$ cat src/design/mpg_pkg.sv
// ----------------------------------------------------------------------------
// mpg_pkg
// Shared types, codes and default sizes of the multichannel pwm generator.
// ----------------------------------------------------------------------------
`default_nettype none

package mpg_pkg;

   localparam int DEF_NUM_CHANNELS  = 6;
   localparam int DEF_COUNT_WIDTH   = 16;
   localparam int DEF_DIVIDER_WIDTH = 11;

   localparam int KIND_WIDTH     = 2;
   localparam int CHANNEL_WIDTH  = 3;
   localparam int FIELD_CNT_WIDTH = 16;

   typedef enum logic [KIND_WIDTH-1:0] {
      KIND_TICK   = 2'd0,
      KIND_SETUP  = 2'd1,
      KIND_ENABLE = 2'd2,
      KIND_READ   = 2'd3
   } kind_type;

   typedef enum logic [0:0] {
      REG_GLOBAL_ENABLE = 1'b0,
      REG_CLOCK_DIVIDER = 1'b1
   } csr_index_type;

   typedef struct packed {
      logic global_enable;
      logic step;
      logic setup_write;
      logic enable_write;
   } chan_ctl_type;

   typedef struct packed {
      logic invert;
      logic enable;
      logic level_next;
   } chan_stat_type;

endpackage

`default_nettype wire

$ cat src/design/mpg_req_if.sv
// ----------------------------------------------------------------------------
// mpg_req_if
// Request channel: tick, channel setup, enable write or status read words.
// ----------------------------------------------------------------------------
`default_nettype none

interface mpg_req_if;
   logic                                valid;
   logic                                ready;
   logic [mpg_pkg::KIND_WIDTH-1:0]      kind;
   logic [mpg_pkg::CHANNEL_WIDTH-1:0]   channel;
   logic [mpg_pkg::FIELD_CNT_WIDTH-1:0] high_count;
   logic [mpg_pkg::FIELD_CNT_WIDTH-1:0] low_count;
   logic                                invert;
   logic                                enable;

   modport source (
      output valid, kind, channel, high_count, low_count, invert, enable,
      input  ready
   );
   modport sink (
      input  valid, kind, channel, high_count, low_count, invert, enable,
      output ready
   );
endinterface

`default_nettype wire

$ cat src/design/mpg_rsp_if.sv
// ----------------------------------------------------------------------------
// mpg_rsp_if
// Response channel: pin levels and status read-back words.
// ----------------------------------------------------------------------------
`default_nettype none

interface mpg_rsp_if #(
   parameter int NUM_CHANNELS = mpg_pkg::DEF_NUM_CHANNELS
);
   logic                                valid;
   logic                                ready;
   logic [NUM_CHANNELS-1:0]             levels;
   logic [mpg_pkg::FIELD_CNT_WIDTH-1:0] read_high_count;
   logic [mpg_pkg::FIELD_CNT_WIDTH-1:0] read_low_count;
   logic                                read_invert;
   logic                                read_enable;

   modport source (
      output valid, levels, read_high_count, read_low_count, read_invert,
             read_enable,
      input  ready
   );
   modport sink (
      input  valid, levels, read_high_count, read_low_count, read_invert,
             read_enable,
      output ready
   );
endinterface

`default_nettype wire

$ cat src/design/multichannel_pwm_generator.sv
// ----------------------------------------------------------------------------
// multichannel_pwm_generator
// Pwm peripheral with a shared prescaler and per-channel high/low counters.
// ----------------------------------------------------------------------------
//  channel   direction  contents
//  req_port  in         kind, channel, high_count, low_count, invert, enable
//  rsp_port  out        levels, read_high_count, read_low_count, read_invert,
//                       read_enable
//  csr_*     in         write enable, register index, write data
//
//  one word per clock while req_port.ready is high; each word's result is registered
//  prescaler and channel counters update at the edge a word is accepted
//  a two-entry output buffer (main and skid entries) keeps req_port.ready high
//  while the skid entry is empty; ready drops only while both entries hold words
//  synchronous reset clears all channel settings and global_enable, and sets clock_divider to 1 in the csr registers
// ----------------------------------------------------------------------------
`default_nettype none

module multichannel_pwm_generator #(
   parameter int NUM_CHANNELS  = mpg_pkg::DEF_NUM_CHANNELS,
   parameter int COUNT_WIDTH   = mpg_pkg::DEF_COUNT_WIDTH,
   parameter int DIVIDER_WIDTH = mpg_pkg::DEF_DIVIDER_WIDTH
) (
   input  wire logic                      clock,
   input  wire logic                      reset,
   mpg_req_if.sink                        req_port,
   mpg_rsp_if.source                      rsp_port,
   input  wire logic                      csr_write_enable,
   input  wire mpg_pkg::csr_index_type    csr_index,
   input  wire logic [DIVIDER_WIDTH-1:0]  csr_data
);

   typedef struct packed {
      logic [NUM_CHANNELS-1:0]             levels;
      logic [mpg_pkg::FIELD_CNT_WIDTH-1:0] read_high_count;
      logic [mpg_pkg::FIELD_CNT_WIDTH-1:0] read_low_count;
      logic                                read_invert;
      logic                                read_enable;
   } rsp_word_type;

   logic                     global_enable_ff;
   logic [DIVIDER_WIDTH-1:0] clock_divider_ff;
   logic [DIVIDER_WIDTH-1:0] prescale_ff, prescale_in;

   logic                     accept;
   logic                     take;
   logic                     tick_run;
   logic                     wrap;
   logic [DIVIDER_WIDTH-1:0] prescale_next;
   logic [DIVIDER_WIDTH-1:0] div_eff;

   mpg_pkg::chan_ctl_type    ctl   [NUM_CHANNELS];
   mpg_pkg::chan_stat_type   stat  [NUM_CHANNELS];
   logic [COUNT_WIDTH-1:0]   high_s[NUM_CHANNELS];
   logic [COUNT_WIDTH-1:0]   low_s [NUM_CHANNELS];
   logic [NUM_CHANNELS-1:0]  sel;

   rsp_word_type             result;
   rsp_word_type             main_ff, main_in;
   rsp_word_type             skid_ff, skid_in;
   logic                     main_valid_ff, main_valid_in;
   logic                     skid_valid_ff, skid_valid_in;

   // csr registers
   always_ff @(posedge clock) begin
      if (reset) begin
         global_enable_ff <= 1'b0;
         clock_divider_ff <= DIVIDER_WIDTH'(1);
      end else if (csr_write_enable) begin
         unique case (csr_index)
            mpg_pkg::REG_GLOBAL_ENABLE: global_enable_ff <= csr_data[0];
            mpg_pkg::REG_CLOCK_DIVIDER: clock_divider_ff <= csr_data;
            default:                    global_enable_ff <= global_enable_ff;
         endcase
      end
   end

   assign req_port.ready = !skid_valid_ff;
   assign accept         = req_port.valid && req_port.ready;
   assign take           = main_valid_ff && rsp_port.ready;

   // prescaler
   assign tick_run      = accept && (req_port.kind == mpg_pkg::KIND_TICK) && global_enable_ff;
   assign prescale_next = prescale_ff + DIVIDER_WIDTH'(1);
   assign div_eff       = (clock_divider_ff == '0) ? DIVIDER_WIDTH'(1) : clock_divider_ff;
   assign wrap          = (prescale_next >= div_eff) || (prescale_next == '0);
   assign prescale_in   = tick_run ? (wrap ? '0 : prescale_next) : prescale_ff;

   always_ff @(posedge clock) begin
      if (reset) begin
         prescale_ff <= '0;
      end else begin
         prescale_ff <= prescale_in;
      end
   end

   // channels
   for (genvar c = 0; c < NUM_CHANNELS; c++) begin : g_chan
      assign sel[c]                = (int'(req_port.channel) == c);
      assign ctl[c].global_enable  = global_enable_ff;
      assign ctl[c].step           = tick_run && wrap;
      assign ctl[c].setup_write    = accept && sel[c] && (req_port.kind == mpg_pkg::KIND_SETUP);
      assign ctl[c].enable_write   = accept && sel[c] && (req_port.kind == mpg_pkg::KIND_ENABLE);

      mpg_channel #(
         .COUNT_WIDTH (COUNT_WIDTH)
      ) u_chan (
         .clock         (clock),
         .reset         (reset),
         .ctl           (ctl[c]),
         .wr_high_count (req_port.high_count),
         .wr_low_count  (req_port.low_count),
         .wr_invert     (req_port.invert),
         .wr_enable     (req_port.enable),
         .high_setting  (high_s[c]),
         .low_setting   (low_s[c]),
         .stat          (stat[c])
      );
   end

   // result word
   always_comb begin
      result = '0;
      for (int c = 0; c < NUM_CHANNELS; c++) begin
         result.levels[c] = stat[c].level_next;
         if (sel[c] && req_port.kind == mpg_pkg::KIND_READ) begin
            result.read_high_count = result.read_high_count
                                   | mpg_pkg::FIELD_CNT_WIDTH'(high_s[c]);
            result.read_low_count  = result.read_low_count
                                   | mpg_pkg::FIELD_CNT_WIDTH'(low_s[c]);
            result.read_invert     = result.read_invert | stat[c].invert;
            result.read_enable     = result.read_enable | stat[c].enable;
         end
      end
   end

   // output buffer
   always_comb begin
      main_in       = main_ff;
      skid_in       = skid_ff;
      main_valid_in = main_valid_ff;
      skid_valid_in = skid_valid_ff;
      if (!main_valid_ff || take) begin
         main_valid_in = accept || skid_valid_ff;
         skid_valid_in = 1'b0;
         main_in       = skid_valid_ff ? skid_ff : result;
      end else if (accept) begin
         skid_valid_in = 1'b1;
         skid_in       = result;
      end
   end

   always_ff @(posedge clock) begin
      if (reset) begin
         main_valid_ff <= 1'b0;
         skid_valid_ff <= 1'b0;
      end else begin
         main_valid_ff <= main_valid_in;
         skid_valid_ff <= skid_valid_in;
      end
      main_ff <= main_in;
      skid_ff <= skid_in;
   end

   assign rsp_port.valid           = main_valid_ff;
   assign rsp_port.levels          = main_ff.levels;
   assign rsp_port.read_high_count = main_ff.read_high_count;
   assign rsp_port.read_low_count  = main_ff.read_low_count;
   assign rsp_port.read_invert     = main_ff.read_invert;
   assign rsp_port.read_enable     = main_ff.read_enable;

endmodule

`default_nettype wire

$ cat src/design/mpg_channel.sv
// ----------------------------------------------------------------------------
// mpg_channel
// One pwm channel: settings, high/low phase counter and next pin level.
// ----------------------------------------------------------------------------
`default_nettype none

module mpg_channel #(
   parameter int COUNT_WIDTH = mpg_pkg::DEF_COUNT_WIDTH
) (
   input  wire logic                                clock,
   input  wire logic                                reset,
   input  wire mpg_pkg::chan_ctl_type               ctl,
   input  wire logic [mpg_pkg::FIELD_CNT_WIDTH-1:0] wr_high_count,
   input  wire logic [mpg_pkg::FIELD_CNT_WIDTH-1:0] wr_low_count,
   input  wire logic                                wr_invert,
   input  wire logic                                wr_enable,
   output      logic [COUNT_WIDTH-1:0]              high_setting,
   output      logic [COUNT_WIDTH-1:0]              low_setting,
   output      mpg_pkg::chan_stat_type              stat
);

   logic [COUNT_WIDTH-1:0] phase_ff, phase_in;
   logic                   high_phase_ff, high_phase_in;
   logic [COUNT_WIDTH-1:0] high_ff, high_in;
   logic [COUNT_WIDTH-1:0] low_ff, low_in;
   logic                   invert_ff, invert_in;
   logic                   enable_ff, enable_in;

   always_comb begin
      logic                   hp_v;
      logic [COUNT_WIDTH-1:0] pc_v;
      logic [COUNT_WIDTH-1:0] len_v;
      logic                   raw_v;

      phase_in      = phase_ff;
      high_phase_in = high_phase_ff;
      high_in       = high_ff;
      low_in        = low_ff;
      invert_in     = invert_ff;
      enable_in     = enable_ff;
      hp_v          = high_phase_ff;
      pc_v          = phase_ff;
      len_v         = '0;

      if (ctl.setup_write) begin
         high_in       = COUNT_WIDTH'(wr_high_count);
         low_in        = COUNT_WIDTH'(wr_low_count);
         invert_in     = wr_invert;
         enable_in     = wr_enable;
         phase_in      = '0;
         high_phase_in = 1'b1;
      end else if (ctl.enable_write) begin
         enable_in     = wr_enable;
         phase_in      = '0;
         high_phase_in = 1'b1;
      end else if (ctl.step && enable_ff && (high_ff != '0 || low_ff != '0)) begin
         // skip an empty phase first
         if (hp_v && high_ff == '0) begin
            hp_v = 1'b0;
            pc_v = '0;
         end else if (!hp_v && low_ff == '0) begin
            hp_v = 1'b1;
            pc_v = '0;
         end
         len_v = hp_v ? high_ff : low_ff;
         pc_v  = pc_v + COUNT_WIDTH'(1);
         if (pc_v >= len_v) begin
            pc_v = '0;
            hp_v = !hp_v;
         end
         phase_in      = pc_v;
         high_phase_in = hp_v;
      end

      if (high_in == '0) begin
         raw_v = 1'b0;
      end else if (low_in == '0) begin
         raw_v = 1'b1;
      end else begin
         raw_v = high_phase_in;
      end

      stat.invert     = invert_ff;
      stat.enable     = enable_ff;
      stat.level_next = (ctl.global_enable && enable_in) ? (raw_v ^ invert_in) : invert_in;
   end

   always_ff @(posedge clock) begin
      if (reset) begin
         phase_ff      <= '0;
         high_phase_ff <= 1'b1;
         high_ff       <= '0;
         low_ff        <= '0;
         invert_ff     <= 1'b0;
         enable_ff     <= 1'b0;
      end else begin
         phase_ff      <= phase_in;
         high_phase_ff <= high_phase_in;
         high_ff       <= high_in;
         low_ff        <= low_in;
         invert_ff     <= invert_in;
         enable_ff     <= enable_in;
      end
   end

   assign high_setting = high_ff;
   assign low_setting  = low_ff;

endmodule

`default_nettype wire
$ cat src/flat_wrapper.sv
// flat-port wrapper written by rule: the top's interface ports become plain ports
module multichannel_pwm_generator_flat 
#(
   parameter int NUM_CHANNELS  = mpg_pkg::DEF_NUM_CHANNELS,
   parameter int COUNT_WIDTH   = mpg_pkg::DEF_COUNT_WIDTH,
   parameter int DIVIDER_WIDTH = mpg_pkg::DEF_DIVIDER_WIDTH
)
  (clock, reset, csr_write_enable, csr_index, csr_data, req_port_valid, req_port_kind, req_port_channel, req_port_high_count, req_port_low_count, req_port_invert, req_port_enable, req_port_ready, rsp_port_valid, rsp_port_levels, rsp_port_read_high_count, rsp_port_read_low_count, rsp_port_read_invert, rsp_port_read_enable, rsp_port_ready);
  mpg_req_if req_port_i ();
  mpg_rsp_if #(.NUM_CHANNELS(NUM_CHANNELS)) rsp_port_i ();
  input  wire logic clock;
  input  wire logic reset;
  input  wire logic csr_write_enable;
  input  wire mpg_pkg::csr_index_type csr_index;
  input  wire logic [DIVIDER_WIDTH-1:0] csr_data;
  input wire logic [$bits(req_port_i.valid)-1:0] req_port_valid;
  input wire logic [$bits(req_port_i.kind)-1:0] req_port_kind;
  input wire logic [$bits(req_port_i.channel)-1:0] req_port_channel;
  input wire logic [$bits(req_port_i.high_count)-1:0] req_port_high_count;
  input wire logic [$bits(req_port_i.low_count)-1:0] req_port_low_count;
  input wire logic [$bits(req_port_i.invert)-1:0] req_port_invert;
  input wire logic [$bits(req_port_i.enable)-1:0] req_port_enable;
  output wire logic [$bits(req_port_i.ready)-1:0] req_port_ready;
  output wire logic [$bits(rsp_port_i.valid)-1:0] rsp_port_valid;
  output wire logic [$bits(rsp_port_i.levels)-1:0] rsp_port_levels;
  output wire logic [$bits(rsp_port_i.read_high_count)-1:0] rsp_port_read_high_count;
  output wire logic [$bits(rsp_port_i.read_low_count)-1:0] rsp_port_read_low_count;
  output wire logic [$bits(rsp_port_i.read_invert)-1:0] rsp_port_read_invert;
  output wire logic [$bits(rsp_port_i.read_enable)-1:0] rsp_port_read_enable;
  input wire logic [$bits(rsp_port_i.ready)-1:0] rsp_port_ready;
  assign req_port_i.valid = req_port_valid;
  assign req_port_i.kind = req_port_kind;
  assign req_port_i.channel = req_port_channel;
  assign req_port_i.high_count = req_port_high_count;
  assign req_port_i.low_count = req_port_low_count;
  assign req_port_i.invert = req_port_invert;
  assign req_port_i.enable = req_port_enable;
  assign req_port_ready = req_port_i.ready;
  assign rsp_port_valid = rsp_port_i.valid;
  assign rsp_port_levels = rsp_port_i.levels;
  assign rsp_port_read_high_count = rsp_port_i.read_high_count;
  assign rsp_port_read_low_count = rsp_port_i.read_low_count;
  assign rsp_port_read_invert = rsp_port_i.read_invert;
  assign rsp_port_read_enable = rsp_port_i.read_enable;
  assign rsp_port_i.ready = rsp_port_ready;
  multichannel_pwm_generator #(.NUM_CHANNELS(NUM_CHANNELS), .COUNT_WIDTH(COUNT_WIDTH), .DIVIDER_WIDTH(DIVIDER_WIDTH)) u_core (.clock(clock), .reset(reset), .req_port(req_port_i), .rsp_port(rsp_port_i), .csr_write_enable(csr_write_enable), .csr_index(csr_index), .csr_data(csr_data));
endmodule
$ cat config.mk
export PLATFORM = sky130hd
export DESIGN_NAME = multichannel_pwm_generator_flat
export DESIGN_NICKNAME = d
export VERILOG_FILES = /design/src/design/mpg_pkg.sv /design/src/design/mpg_req_if.sv /design/src/design/mpg_rsp_if.sv /design/src/design/multichannel_pwm_generator.sv /design/src/design/mpg_channel.sv /design/src/flat_wrapper.sv
export SDC_FILE = /design/constraint.sdc
export NUM_CORES = 1
export LEC_CHECK = 0
export ABC_AREA = 1
export BUFFER_PORTS_ARGS = -buffer_cell sky130_fd_sc_hd__buf_2
export CAP_MARGIN = 5
export CORE_MARGIN = 3
export CORE_UTILIZATION = 55
export CTS_CLUSTER_SIZE = 20
export DETAILED_ROUTE_END_ITERATION = 6
export GPL_TIMING_DRIVEN = 0
export PLACE_DENSITY = 0.77
export SLEW_MARGIN = 20
export SYNTH_ARGS = -nofsm -noshare
export SYNTH_HDL_FRONTEND = slang
export SYNTH_HIERARCHICAL = 1
export SYNTH_SLANG_ARGS = --single-unit
$ cat constraint.sdc
create_clock -name clock -period 11.15 [get_ports clock]
set_clock_uncertainty 0.1 [all_clocks]
set_input_delay 0.5575 -clock clock [delete_from_list [all_inputs] [get_ports clock]]
set_output_delay 0.5575 -clock clock [all_outputs]
set_load 0.03 [all_outputs]
==> qor.log, run 1 <==
[yosys] post-synthesis sequential area ratio 33.5%
[die] die height 227 µm
[finish] net count of the finished layout 4204
[die] Placeable Area 0.0480 mm²
[yosys] Async SR Flop Fraction 0%
[power_and_ir_drop] power density of the placed cells 119 mW/mm²
[detailed_routing] total number of vias 26.6k
[sta] Final Max Tran Viols 0
[detailed_routing] detailed-route wire length per cell 19.4 µm
[yosys] largest family of logic cells by synthesized area simple AND/OR/NAND/NOR gates
[sta] setup TNS 0 ns
[power_and_ir_drop] IR drop worst, VDD 0.108 mV
[worst_setup_path] category of the critical setup timing path flip-flop to flip-flop
[yosys] #FFs+latches synth 411
[clocking] cell at the root of the clock tree sky130_fd_sc_hd__clkbuf_16
[yosys] adder-cell share of the synthesized area 5.30%
[clocking] number of hold-repair buffers added at the cts stage 0
[power_and_ir_drop] final total power 3.54 mW
[sta] hold violation count in the final report 0
[clocking] number of buffers added by the clock tree synthesis step 47
[sta] unrepaired setup endpoints after global routing no
[global_routing] total global routing track utilization 34.7%
[global_routing] vias in the first global route 24.0k
[detailed_routing] DRT antenna net count 0
[detailed_routing] number of DRC markers in iteration 0 2958
[yosys] count of flip-flops with a built-in enable after synthesis 80
[global_routing] sum of overflow across all layers after global routing 0
[clocking] maximum level of the CTS H-tree 2
[detailed_routing] drt drc 5
[yosys] synthesized-area fraction occupied by ao, oa, aoi and oai cells 10.0%
[power_and_ir_drop] Static Leak 13.0 nW
[yosys] area share of and/or/nand/nor cells after synthesis 37.0%
[clocking] clock transition at the registers of the reported paths 0.06 ns
[clocking] maximum clock path buffer count 3
[global_routing] wire length of the first global-routing pass 137 mm
[die] DIE WIDTH 227 µm
[min_path] type of the worst min-delay path input pin to flip-flop
[global_routing] pin count of the biggest net entering global routing 30
[worst_setup_path] Worst Path Required 11.38 ns
[placement] routability cong. 1.03
[yosys] fraction of synthesized cell area in xor and xnor cells 1.71%
[die] die outline area 0.0517 mm²
[outcome] failing checks DRC
[yosys] mux share of post-synthesis cell area 2.16%
[die] IO Count 98
[detailed_routing] routed wire length 90.8 mm
[flow_run] max-capacitance violation count 0
[finish] Final Util 62.1%
[detailed_routing] via density per instance 5.67
[finish] fill count 4499
[yosys] cell count after synthesis 3887
[detailed_routing] Detailed Routing Iterations Pass 1 7
[yosys] post-synthesis average cell area 6.93 µm²
[finish] proportion of layout cells with a drive suffix above 1 13.6%
[placement] cell count after placement 4600
[sta] final worst path period need 4.43 ns
[worst_setup_path] critical path capture point type flip-flop
[sta] max-slew headroom at the worst pin 52.1%
[worst_setup_path] signal arrival time at the worst endpoint 4.66 ns
[clocking] insertion delay of the later-clocked pin in the worst-skew pair 0.60 ns
[sta] actual slew at the worst max-slew pin 0.718 ns
[outcome] run status finished, violations left
[placement] estimated wirelength of the detail-placed design 69.0 mm
[die] Initial Utilization 56.1%
[finish] Final Non-Filler Cells 4688
[yosys] Post-Syn Nets 4057
[clocking] post-cts resize count 0
[sta] highest attainable clock frequency 0.226 GHz
[sta] count of final setup violators 0
[worst_setup_path] Startpoint Class flip-flop
[finish] area growth from synthesis to final layout 10.8%
[worst_setup_path] Critical Path Fanout Max 10
[yosys] summed instance area of the synthesized netlist 0.0269 mm²
[die] number of rows in the core area 80
[global_routing] initial antenna violation count 3
[placement] total of buffers placed on input and output ports 96
[yosys] Distinct cells, synth 53
[clocking] Num Clock Sinks 411
[sta] post-route clock period utilization 39.7%
[yosys] dominant register cell in the synthesized netlist sky130_fd_sc_hd__dfxtp_1
[yosys] number of warnings printed during yosys synthesis 6
[clocking] TritonCTS clock tree done
[clocking] number of setup buffers added after CTS 0
-- registers in the layout, summed over array words and instances, names as in the netlist --
register,cells
u_core/g_chan.u_chan/high_setting,96
u_core/g_chan.u_chan/low_setting,96
u_core/g_chan.u_chan/phase_ff,96
u_core/skid_ff,40
u_core/rsp_port.read_high_count,16
u_core/rsp_port.read_low_count,16
u_core/clock_divider_ff,11
u_core/prescale_ff,11
u_core/g_chan.u_chan/enable_ff,6
u_core/g_chan.u_chan/high_phase_ff,6
u_core/g_chan.u_chan/invert_ff,6
u_core/rsp_port.levels,6
u_core/global_enable_ff,1
u_core/rsp_port.read_enable,1
u_core/rsp_port.read_invert,1
u_core/rsp_port.valid,1
u_core/skid_valid_ff,1
-- final timing paths --
check                                           start                                   end  slack [ns]  depth (start not counted)
max          u_core/g_chan[0].u_chan/high_setting[12]             u_core/rsp_port.levels[0]        6.72                         24
min                                       csr_data[0]            u_core/clock_divider_ff[0]        0.14                          3
max reg2reg  u_core/g_chan[0].u_chan/high_setting[12]             u_core/rsp_port.levels[0]        6.72                         24
min reg2reg      u_core/g_chan[1].u_chan/phase_ff[12]  u_core/g_chan[1].u_chan/phase_ff[12]        0.36                          2
-- cell families (layout without fill, tap and decap cells) --
group                    count (synthesis)  after routing
XOR/XNOR                                38             38
AND/OR/NAND/NOR                       2101           2101
buffers and inverters                  649            832
AO/OA/AOI/OAI                          516            516
adder cells (fa/ha/maj)                114            114
flip-flops                             411            411
multiplexers                            58             58
other                                    0              3
-- critical path, stage by stage, from the launching register on --
cell	delay [ns]
sky130_fd_sc_hd__dfxtp_1	0.48
sky130_fd_sc_hd__nor2_1	0.07
sky130_fd_sc_hd__nand2_1	0.11
sky130_fd_sc_hd__nor2_4	0.06
sky130_fd_sc_hd__nand3_4	0.18
sky130_fd_sc_hd__buf_6	0.20
sky130_fd_sc_hd__inv_1	0.07
sky130_fd_sc_hd__nor2_1	0.11
sky130_fd_sc_hd__ha_1	0.26
sky130_fd_sc_hd__inv_1	0.07
sky130_fd_sc_hd__nor3_2	0.37
sky130_fd_sc_hd__nand4_1	0.17
sky130_fd_sc_hd__and2_1	0.20
sky130_fd_sc_hd__ha_1	0.28
sky130_fd_sc_hd__nand2_1	0.06
sky130_fd_sc_hd__nor4_1	0.30
sky130_fd_sc_hd__nand2_1	0.12
sky130_fd_sc_hd__nand2_1	0.13
sky130_fd_sc_hd__nand2_1	0.07
sky130_fd_sc_hd__nand3_1	0.09
sky130_fd_sc_hd__nand3_1	0.13
sky130_fd_sc_hd__nand3_1	0.10
sky130_fd_sc_hd__nand2_1	0.22
sky130_fd_sc_hd__nand2_1	0.16
sky130_fd_sc_hd__nand2_1	0.07
-- layout by cell type (no fill, tap or decap), types with 39 or more instances in the layout --
| cell type | Yosys | routed |
|---|---|---|
| sky130_fd_sc_hd__a21oi_1 | 208 | 208 |
| sky130_fd_sc_hd__buf_2 | 50 | 146 |
| sky130_fd_sc_hd__clkbuf_1 | 59 | 67 |
| sky130_fd_sc_hd__clkbuf_16 | 0 | 49 |
| sky130_fd_sc_hd__dfxtp_1 | 331 | 331 |
| sky130_fd_sc_hd__edfxtp_1 | 80 | 80 |
| sky130_fd_sc_hd__ha_1 | 114 | 114 |
| sky130_fd_sc_hd__inv_1 | 454 | 454 |
| sky130_fd_sc_hd__inv_2 | 42 | 42 |
| sky130_fd_sc_hd__mux2i_1 | 58 | 58 |
| sky130_fd_sc_hd__nand2_1 | 1082 | 1081 |
| sky130_fd_sc_hd__nand3_1 | 196 | 196 |
| sky130_fd_sc_hd__nand4_1 | 69 | 69 |
| sky130_fd_sc_hd__nor2_1 | 453 | 452 |
| sky130_fd_sc_hd__nor2_2 | 39 | 39 |
| sky130_fd_sc_hd__o21ai_0 | 256 | 256 |
-- layout make-up --
cell class / instances / area (µm²) / area share [%]
Clock buffer: 60 / 1300 / 4.35
Sequential cell: 411 / 9030 / 30.3
Inverter: 499 / 1880 / 6.29
Buffer: 150 / 878 / 2.94
Tap cell: 615 / 769 / 2.58
Multi-Input combinational cell: 2827 / 15200 / 50.8
Antenna cell: 3 / 7.51 / 0.0252
Timing Repair Buffer: 98 / 520 / 1.75
Clock inverter: 25 / 292 / 0.977
-- synth_stat cells (all sizes together), types with 13 or more instances --
master,instances,share of area [%]
xor2,33,1.4
and2,28,0.69
or2,13,0.30
nor4,28,0.76
ha,114,5.3
nor3,40,0.96
nand2,1101,16
clkbuf,59,0.82
edfxtp,80,8.9
inv,497,6.9
nand4,107,3.4
nor2,528,8.8
dfxtp,331,25
o21ai,266,4.9
a21oi,227,4.5
mux2i,58,2.2
buf,91,2.4
nand3,250,6.3
-- through the flow --
step | instance area, µm² | setup slack [ns] | hold slack, ns
final | 29800 | 6.72 | 0.137
after global routing | 29800 | 6.50 | 0.139
after CTS | 29800 | 6.84 | 0.118
after detailed placement | 28200 | 6.86 | 0.357
after global placement | 28200 | 5.87 | 0.349
after floorplan | 26900 | 7.28 | 0.331
-- where the power goes --
group	leakage [nW]	internal (mW)	switching, mW	total (mW)
logic	8.72	0.107	0.276	0.383
clock network	0.767	0.961	0.655	1.62
registers	3.53	1.53	0.0124	1.54
total	13.0	2.60	0.944	3.54
-- per-layer routing --
metal,routed length (µm),GRT usage (%)
met5,29,0
met2,37300,50.7
met3,8140,5.22
met4,7520,24.6
met1,37800,47.0
No activity file was read; power rests on OpenSTA's default activity.
==> inputs of run 2 (changes only) <==
==> constraint.sdc (replaced) <==
create_clock -name clock -period 4.3 [get_ports clock]
set_clock_uncertainty 0.1 [all_clocks]
set_input_delay 0.215 -clock clock [delete_from_list [all_inputs] [get_ports clock]]
set_output_delay 0.215 -clock clock [all_outputs]
set_load 0.03 [all_outputs]
==> run 2 against run 1 <==
- the flow still finishes with violations (DRC)
- critical path depth up 1
- setup slack worse by 6.5 ns
- via count is 0.12% higher
- global-route usage increased by 0.17 points
- core utilization is 0.95 points higher
- fmax rose by 8.7%
- die area unchanged
- sequential share of layout area is 0.35 points lower
- wire length up 0.73%
- final cell count up 0.75%
- sequential cell count unchanged
- clock power rose to 2.6 times the previous value
- largest cell class unchanged
==> qor.log, run 2 (synthesis results as in run 1) <==
[sta] Final Max Tran Viols 0 [unchanged]
[detailed_routing] number of DRC markers in iteration 0 3063 [+3.5%]
[sta] hold violation count in the final report 0 [unchanged]
[power_and_ir_drop] Static Leak 13.2 nW [+1.7%]
[power_and_ir_drop] power density of the placed cells 304 mW/mm² [+160%]
[finish] most common cell after layout, fill and taps aside sky130_fd_sc_hd__nand2_1
[sta] count of final setup violators 0 [unchanged]
[power_and_ir_drop] Sequential Power Share 43.4% [-0.2 points]
[power_and_ir_drop] switching pwr 2.46 mW [+160%]
[worst_setup_path] signal arrival time at the worst endpoint 4.33 ns [-0.33 ns]
[clocking] maximum clock path buffer count 3 [unchanged]
[worst_setup_path] Startpoint Class flip-flop
[finish] area growth from synthesis to final layout 12.4%
[clocking] clock transition at the registers of the reported paths 0.06 ns [about the same]
[global_routing] sum of overflow across all layers after global routing 0 [unchanged]
[sta] max-slew headroom at the worst pin 54.3% [+2.2 points]
[detailed_routing] DRT antenna net count 0 [unchanged]
[die] die outline area 0.0517 mm² [unchanged]
[power_and_ir_drop] internal power contribution 6.76 mW [+160%]
[clocking] TritonCTS clock tree done
[detailed_routing] via density per instance 5.63 [-0.62%]
[worst_setup_path] master of the slowest instance on the critical path sky130_fd_sc_hd__dfxtp_2
[power_and_ir_drop] Combinational Power Share 11.1% [+0.3 points]
[worst_setup_path] critical path capture point type flip-flop
[finish] fill count 4418 [-1.8%]
[detailed_routing] drt drc 2 [-3]
[sta] final worst path period need 4.08 ns [-0.356 ns]
[worst_setup_path] critical path's most frequent cell sky130_fd_sc_hd__nand2_1
[clocking] maximum level of the CTS H-tree 2 [unchanged]
[power_and_ir_drop] IR drop worst, VDD 0.285 mV [+160%]
[die] Placeable Area 0.0480 mm² [unchanged]
[power_and_ir_drop] proportion of power drawn by the clock network 45.4% [-0.2 points]
[outcome] run status finished, violations left
[die] Initial Utilization 56.1% [unchanged]
[worst_setup_path] Worst Path Required 4.55 ns [-6.83 ns]
[sta] highest attainable clock frequency 0.245 GHz [+8.7%]
[finish] proportion of layout cells with a drive suffix above 1 14.7% [+1.0 points]
[die] die height 227 µm [unchanged]
[sta] unrepaired setup endpoints after global routing no
[clocking] insertion delay of the later-clocked pin in the worst-skew pair 0.60 ns [about the same]
[detailed_routing] routed wire length 91.4 mm [+0.73%]
[outcome] failing checks DRC
[placement] routability cong. 1.03 [unchanged]
[clocking] number of buffers added by the clock tree synthesis step 47 [unchanged]
[global_routing] pin count of the biggest net entering global routing 30 [unchanged]
[finish] Final Non-Filler Cells 4723 [+0.75%]
[detailed_routing] detailed-route wire length per cell 19.4 µm [about the same]
[die] IO Count 98 [unchanged]
[power_and_ir_drop] switching power share of the total 26.6% [about the same]
[clocking] cell at the root of the clock tree sky130_fd_sc_hd__clkbuf_16
[global_routing] wire length of the first global-routing pass 138 mm [+0.55%]
[worst_setup_path] category of the critical setup timing path flip-flop to flip-flop
[detailed_routing] Detailed Routing Iterations Pass 1 7 [unchanged]
[sta] post-route clock period utilization 94.8% [+55 points]
[flow_run] max-capacitance violation count 0 [unchanged]
[detailed_routing] total number of vias 26.6k [+0.12%]
[die] number of rows in the core area 80 [unchanged]
[min_path] type of the worst min-delay path input pin to flip-flop
[worst_setup_path] largest incremental delay on the critical path 0.42 ns [-0.06 ns]
[global_routing] vias in the first global route 24.2k [+0.79%]
[finish] highest-count cells in the layout ignoring fill and taps sky130_fd_sc_hd__nand2_1, sky130_fd_sc_hd__inv_1, sky130_fd_sc_hd__nor2_1
[placement] cell count after placement 4600 [unchanged]
[die] DIE WIDTH 227 µm [unchanged]
[global_routing] total global routing track utilization 34.9% [+0.17 points]
[finish] net count of the finished layout 4241 [+0.88%]
[placement] total of buffers placed on input and output ports 96 [unchanged]
[global_routing] initial antenna violation count 3 [unchanged]
[finish] Final Util 63.0% [+0.95 points]
[worst_setup_path] Critical Path Fanout Max 10 [unchanged]
[clocking] Num Clock Sinks 411 [unchanged]
[placement] estimated wirelength of the detail-placed design 69.0 mm [unchanged]
[sta] actual slew at the worst max-slew pin 0.685 ns [-0.0323 ns]
[run 2: cell types whose count changed in the layout (fill, tap and decap cells not counted), sizes merged]
cell,delta
clkinvlp,+1
buf,+11
dlygate4sd3,+26
inv,-1
diode,-2
[run 2: metal layers]
layer	routed length, µm	GRT usage (%)
met4	7480	24.4
met5	37	0
met2	37700	51.0
met3	8400	5.65
met1	37800	47.1
[run 2: final timing paths]
path                                       endpoint  cells past startpoint                                startpoint  slack [ns]
min          u_core/g_chan[1].u_chan/low_setting[6]                      5                     req_port_low_count[6]        0.05
min reg2reg    u_core/g_chan[1].u_chan/phase_ff[12]                      2      u_core/g_chan[1].u_chan/phase_ff[12]        0.36
max                       u_core/rsp_port.levels[5]                     25  u_core/g_chan[5].u_chan/high_setting[10]        0.22
max reg2reg               u_core/rsp_port.levels[5]                     25  u_core/g_chan[5].u_chan/high_setting[10]        0.22
[run 2: stage by stage]
step	TNS, ns	area, µm²	worst slack [ns]	hold slack (ns)	power [mW]
6_report	0	30300	0.224	0.0544	9.22
4_1_cts	0	30100	0.0165	0.0150	9.24
3_5_place_dp	0	28200	0.0146	0.357	5.05
2_1_floorplan	0	26900	0.448	0.184	4.72
5_1_grt	0	30300	0.00320	0.0330	9.54
3_3_place_gp	-25.11	28200	-0.634	0.349	5.04
[run 2: what timing repair did]
item	CTS	global route
pin swaps	0	7
hold buffers	26	0
gates resized for setup	2	41
hold endpoints to repair	36	0
endpoints found under the setup margin	2	40
buffers inserted	0	11
[run 2: cell type report]
| cell class | count | area [µm²] | area share [%] |
|---|---|---|---|
| antenna | 1 | 2.50 | 0.00826 |
| buffer | 150 | 882 | 2.91 |
| clock buffer | 60 | 1300 | 4.28 |
| clock inverter | 25 | 292 | 0.963 |
| inverter | 499 | 1880 | 6.21 |
| multi-input combinational | 2827 | 15200 | 50.3 |
| sequential | 411 | 9060 | 29.9 |
| tap | 615 | 769 | 2.54 |
| timing repair buffer | 135 | 863 | 2.85 |
[run 2: power by group through the flow]
stage          Clock [mW]  Combinational [mW]  Sequential, mW
6_report             4.19                1.03            4.00
5_1_grt              4.41                1.12            4.00
4_1_cts              4.25               0.989            4.00
3_5_place_dp            0               0.968            4.09
3_3_place_gp            0               0.950            4.09
2_1_floorplan           0               0.595            4.12
[run 2: critical path: cells and delay by family, from the launching register on]
family | cells | cell delay [ns]
and+or+nand+nor | 19 | 2.31
adders and majority gates | 2 | 0.52
buffers and inverters | 4 | 0.49
DFF | 1 | 0.42
